**src/hdl/fhkv_ram.sv**
```systemverilog
// Generic single-write, single-read RAM with a registered read port.
module fhkv_ram #(
    parameter int WIDTH = 8,
    parameter int DEPTH = 16,
    localparam int AW = (DEPTH > 1) ? $clog2(DEPTH) : 1
) (
    input  logic             clk,
    input  logic             wr_en,
    input  logic [AW-1:0]    wr_addr,
    input  logic [WIDTH-1:0] wr_data,
    input  logic [AW-1:0]    rd_addr,
    output logic [WIDTH-1:0] rd_data
);

    logic [WIDTH-1:0] mem [DEPTH];

    // Write and registered read.
    always_ff @(posedge clk)
    begin
        if (wr_en)
        begin
            mem[wr_addr] <= wr_data;
        end
        rd_data <= mem[rd_addr];
    end

endmodule
```
**config.mk**
```make
export PLATFORM = sky130hd
export DESIGN_NAME = fhkv_ram
export DESIGN_NICKNAME = d
export VERILOG_FILES = /design/src/hdl/fhkv_ram.sv
export SDC_FILE = /design/constraint.sdc
export NUM_CORES = 1
export LEC_CHECK = 0
export ABC_AREA = 1
export CORE_MARGIN = 2
export CORE_UTILIZATION = 30
export DETAILED_ROUTE_END_ITERATION = 16
export DONT_BUFFER_PORTS = 1
export PLACE_DENSITY = 0.53
export SLEW_MARGIN = 20
export SYNTH_ARGS = -nofsm -noshare
export SYNTH_HDL_FRONTEND = slang
export SYNTH_SLANG_ARGS = --single-unit
```
**constraint.sdc**
```tcl
create_clock -name clk -period 2.5 [get_ports clk]
set_input_delay 0.125 -clock clk [delete_from_list [all_inputs] [get_ports clk]]
set_output_delay 0.125 -clock clk [all_outputs]
set_load 0.02 [all_outputs]
```
### After elaboration in Yosys (flattened, before gate mapping)

Memories as Yosys holds them, arrays and structs flattened. A register that Yosys moved wholly into a read port is not among the register bits.
Index checks and enable logic that the tools add are counted.

* flip-flop bits (word level): 0
* RAM bits: 128
* input bits: 18
* output and inout port bits: 8
* logic and storage cells: 3
* memories kept: 1

* muxes and demuxes: 2

Memory list
* mem: depth 16, bits a word 8, rd ports 1, clocked after memory_dff 1, wr ports 1, RTL line 15 `logic [WIDTH-1:0] mem [DEPTH];`

Operators with widths (count)
* 1-bit 2-to-1 mux: 2

### Longest topological paths before layout

* word-level depth: 2
* mapped depth: 8
* gate-level depth less buffers: 7

### Least setup slack after synthesis

Ideal clock, no wire load.

* kind: input port to flip-flop
* start point: in wr_addr[2]
* end point: mem mem[10][0] (enable)
* library setup time: 0.370 ns
* arrival time: 0.706 ns
* data required time: 2.130 ns
* setup slack: 1.424 ns
* stages on the path: 2
* path buffers: 0
* cell sequence: nand3b_1 nor2_1

RTL lines
* from (decl): RTL line 9 `input logic [AW-1:0] wr_addr,`
* to (decl): RTL line 15

No word-level cell before the write port.

==> impl_metrics.tcl <==
set metrics [dict create \
    vias 3652 \
    antenna_found_initial 0 \
    ys_seq_area_share_pct 69.4 \
    start_util_pct 30.7 \
    postCtsSetupRepairBufs 0 \
    switching_share_pct 20.2 \
    hold_path_class "in -> reg" \
    synth_area_per_cell_um2 10.5 \
    postRouteAntennaNets 0 \
    grt_start_max_net_pins 66 \
    io_pins 26 \
    max_cap_viol_count 0 \
    internal_power_mw 4.18 \
    viasPerCell 4.49 \
    ctsResizeCount 0 \
    drive_gt1_share_pct 5.17 \
    leakage_nw 2.78 \
    final_cell_mix "173 x nand2_1, 128 x edfxtp_1, 100 x inv_1" \
    die_x_um 143 \
    required_ps 2810 \
    crit_arrival_ps 2420 \
    die-area_um2 20300 \
    cp_common_cell "dlygate4sd3_1" \
    final_area_um2 6650 \
    synth_top_area_share_pct 66.7 \
    max_slew_margin_pct 29.4 \
    place.gp.congestion 0.786 \
    clk_pin_slew_worst_paths_ps 50 \
    seq_power_share_pct 49.5 \
    synth.distinct_cells 12 \
    clk_latency_ps 410 \
    grt_pass1_wl_um 20500 \
    tightest_slew_ps 1050 \
    p_comb_share_pct 4.7 \
    setup_tns_ps 0 \
    r2r_end "rd_data[6]$_DFF_P_" \
    r2r_setup_slack_ps 460 \
    vdd_drop_max_uv 427 \
    placed_cell_area_um2 5940 \
    ctsRootBufferMaster "clkbuf_16" \
    slew_violations 0 \
    num_rows 50 \
    yosys-top-cells-area "edfxtp_1 67%, nand2_1 11%, nand3_1 8.4%, inv_1 6.5%, dfxtp_1 2.8%" \
    pwr-share-clk_pct 45.7 \
    place_hpwl_um 7830 \
    power_density_nw_per_um2 787 \
    final_hold_viol_count 0 \
    clock_skew_ps 5.99 \
    fmax_mhz 474 \
    cpPeakStageDelay_ps 890 \
    rsz0062_at_grt "no" \
    period_needed_ps 2110 \
    crit_type "in -> reg" \
    wl_per_cell_um 16.1 \
    netlist_area_um2 5770 \
    clock_sinks 136 \
    synth_top_area_cell "edfxtp_1" \
    die_y_um 143 \
    ctsHoldBuffers 15 \
    path_cells "dlygate4sd3_1 > nand3_1 > dlygate4sd3_1 > nand3_1 > dlygate4sd3_1 > nand2_1" \
    syn_nets 569 \
    whs_path_depth 3 \
    period_share_pct 84.4 \
    critPathMaxFanout 10 \
    h-tree-depth 4 \
    cp_slowest_cell "dlygate4sd3_1" \
    final_common_cell "nand2_1" \
    reg2reg_from "mem[12][6]$_DFFE_PP_" \
    grt_pass1_vias 3658 \
    num_antenna_cells 0 \
    routed_wl_um 13100 \
    finalSetupViolCount 0 \
    min_to "rd_data[0]$_DFF_P_" \
    yosys_warnings 0 \
    start_kind "primary input" \
    core_um2 18800 \
    cts_made_buffers 17 \
    cts.path.max_buffers 2 \
    drc 0 \
    cts_tree "built" \
    postLayoutCoreUtil_pct 35.4 \
    synth_seq_cells 136 \
    drt_iter0_markers 465 \
    cp_top_family "buffers and inverters" \
    port_buffers 0 \
    fin_nets 585 \
    dr.pass1.iters 5 \
    overflow 0 \
    status "complete, no violations" \
    grt.total_usage_pct 13.8 \
    p_switching_mw 1.06 \
    end_kind "register" \
    r2r_cells 8 \
    worstHoldStart "rd_addr[2]" \
    area_delta_synth_final_pct 15.4 \
    critical_path_buf_inv_count 3 \
    netlist_instances 551 \
]
cells by family after synthesis:
group / share of synthesized area, %
and+or+nand+nor: 21.0
DFF: 69.4
buffers and inverters: 9.52
synthesized netlist by cell type (all sizes together):
cell	n
inv	102
nand3b	2
dfxtp	8
nand3	97
nand2	173
buf	24
edfxtp	128
nor2	17
registers in the layout (all words and copies together) (netlist names):
register and count:
mem 128, rd_data 8
power groups by stage:
stage	clock [mW]	sequential (mW)	combinational (mW)
floorplan	0	2.63	0.180
global placement	0	2.64	0.188
detailed placement	0	2.64	0.189
CTS	2.44	2.59	0.251
global route	2.54	2.60	0.285
finish	2.40	2.59	0.249
worst reg2reg max path, cell delays in order (launching register included):
cell,delay [ps]
edfxtp_1,360
inv_1,60
nand2_1,50
nand3_1,130
nand3_1,90
dlygate4sd3_1,580
nand3_1,80
dlygate4sd3_1,550
nand2_1,50
through the flow:
stage	cells	hold WS, ps	setup slack (ps)	power, mW
floorplan	551	224	1420	2.81
global placement	767	225	978	2.83
detailed placement	767	226	975	2.83
CTS	814	0.298	452	5.28
global route	814	39.5	333	5.42
finish	814	21.8	391	5.24
final cells by class:
cell class | count | area, um2
multi-input cells | 289 | 1210
repair buffers | 21 | 195
inverters | 102 | 383
flip-flops and latches | 136 | 4000
fillers | 1849 | 12100
clock inverters | 3 | 63.8
clock buffers | 29 | 500
well taps | 234 | 293
per-layer routing:
layer	vias to the layer above	track usage [%]	routed length [um]
met3	22	3.25	535
met4	0	7.24	414
met2	86	22.0	6300
met1	1739	17.5	5870
li1	1805	-	-
met5	-	0	0
worst max path at each step:
stage / from / cells after the start / slack (ps) / end
floorplan: wr_addr[2] / 2 / 1420 / mem[10][0]$_DFFE_PP_
global placement: wr_addr[0] / 3 / 980 / mem[0][3]$_DFFE_PP_
detailed placement: wr_addr[2] / 3 / 970 / mem[1][6]$_DFFE_PP_
CTS: rd_addr[2] / 6 / 450 / rd_data[6]$_DFF_P_
global route: rd_addr[0] / 9 / 330 / rd_data[1]$_DFF_P_
finish: rd_addr[2] / 6 / 390 / rd_data[6]$_DFF_P_
Power figures use the tool's default switching activity.
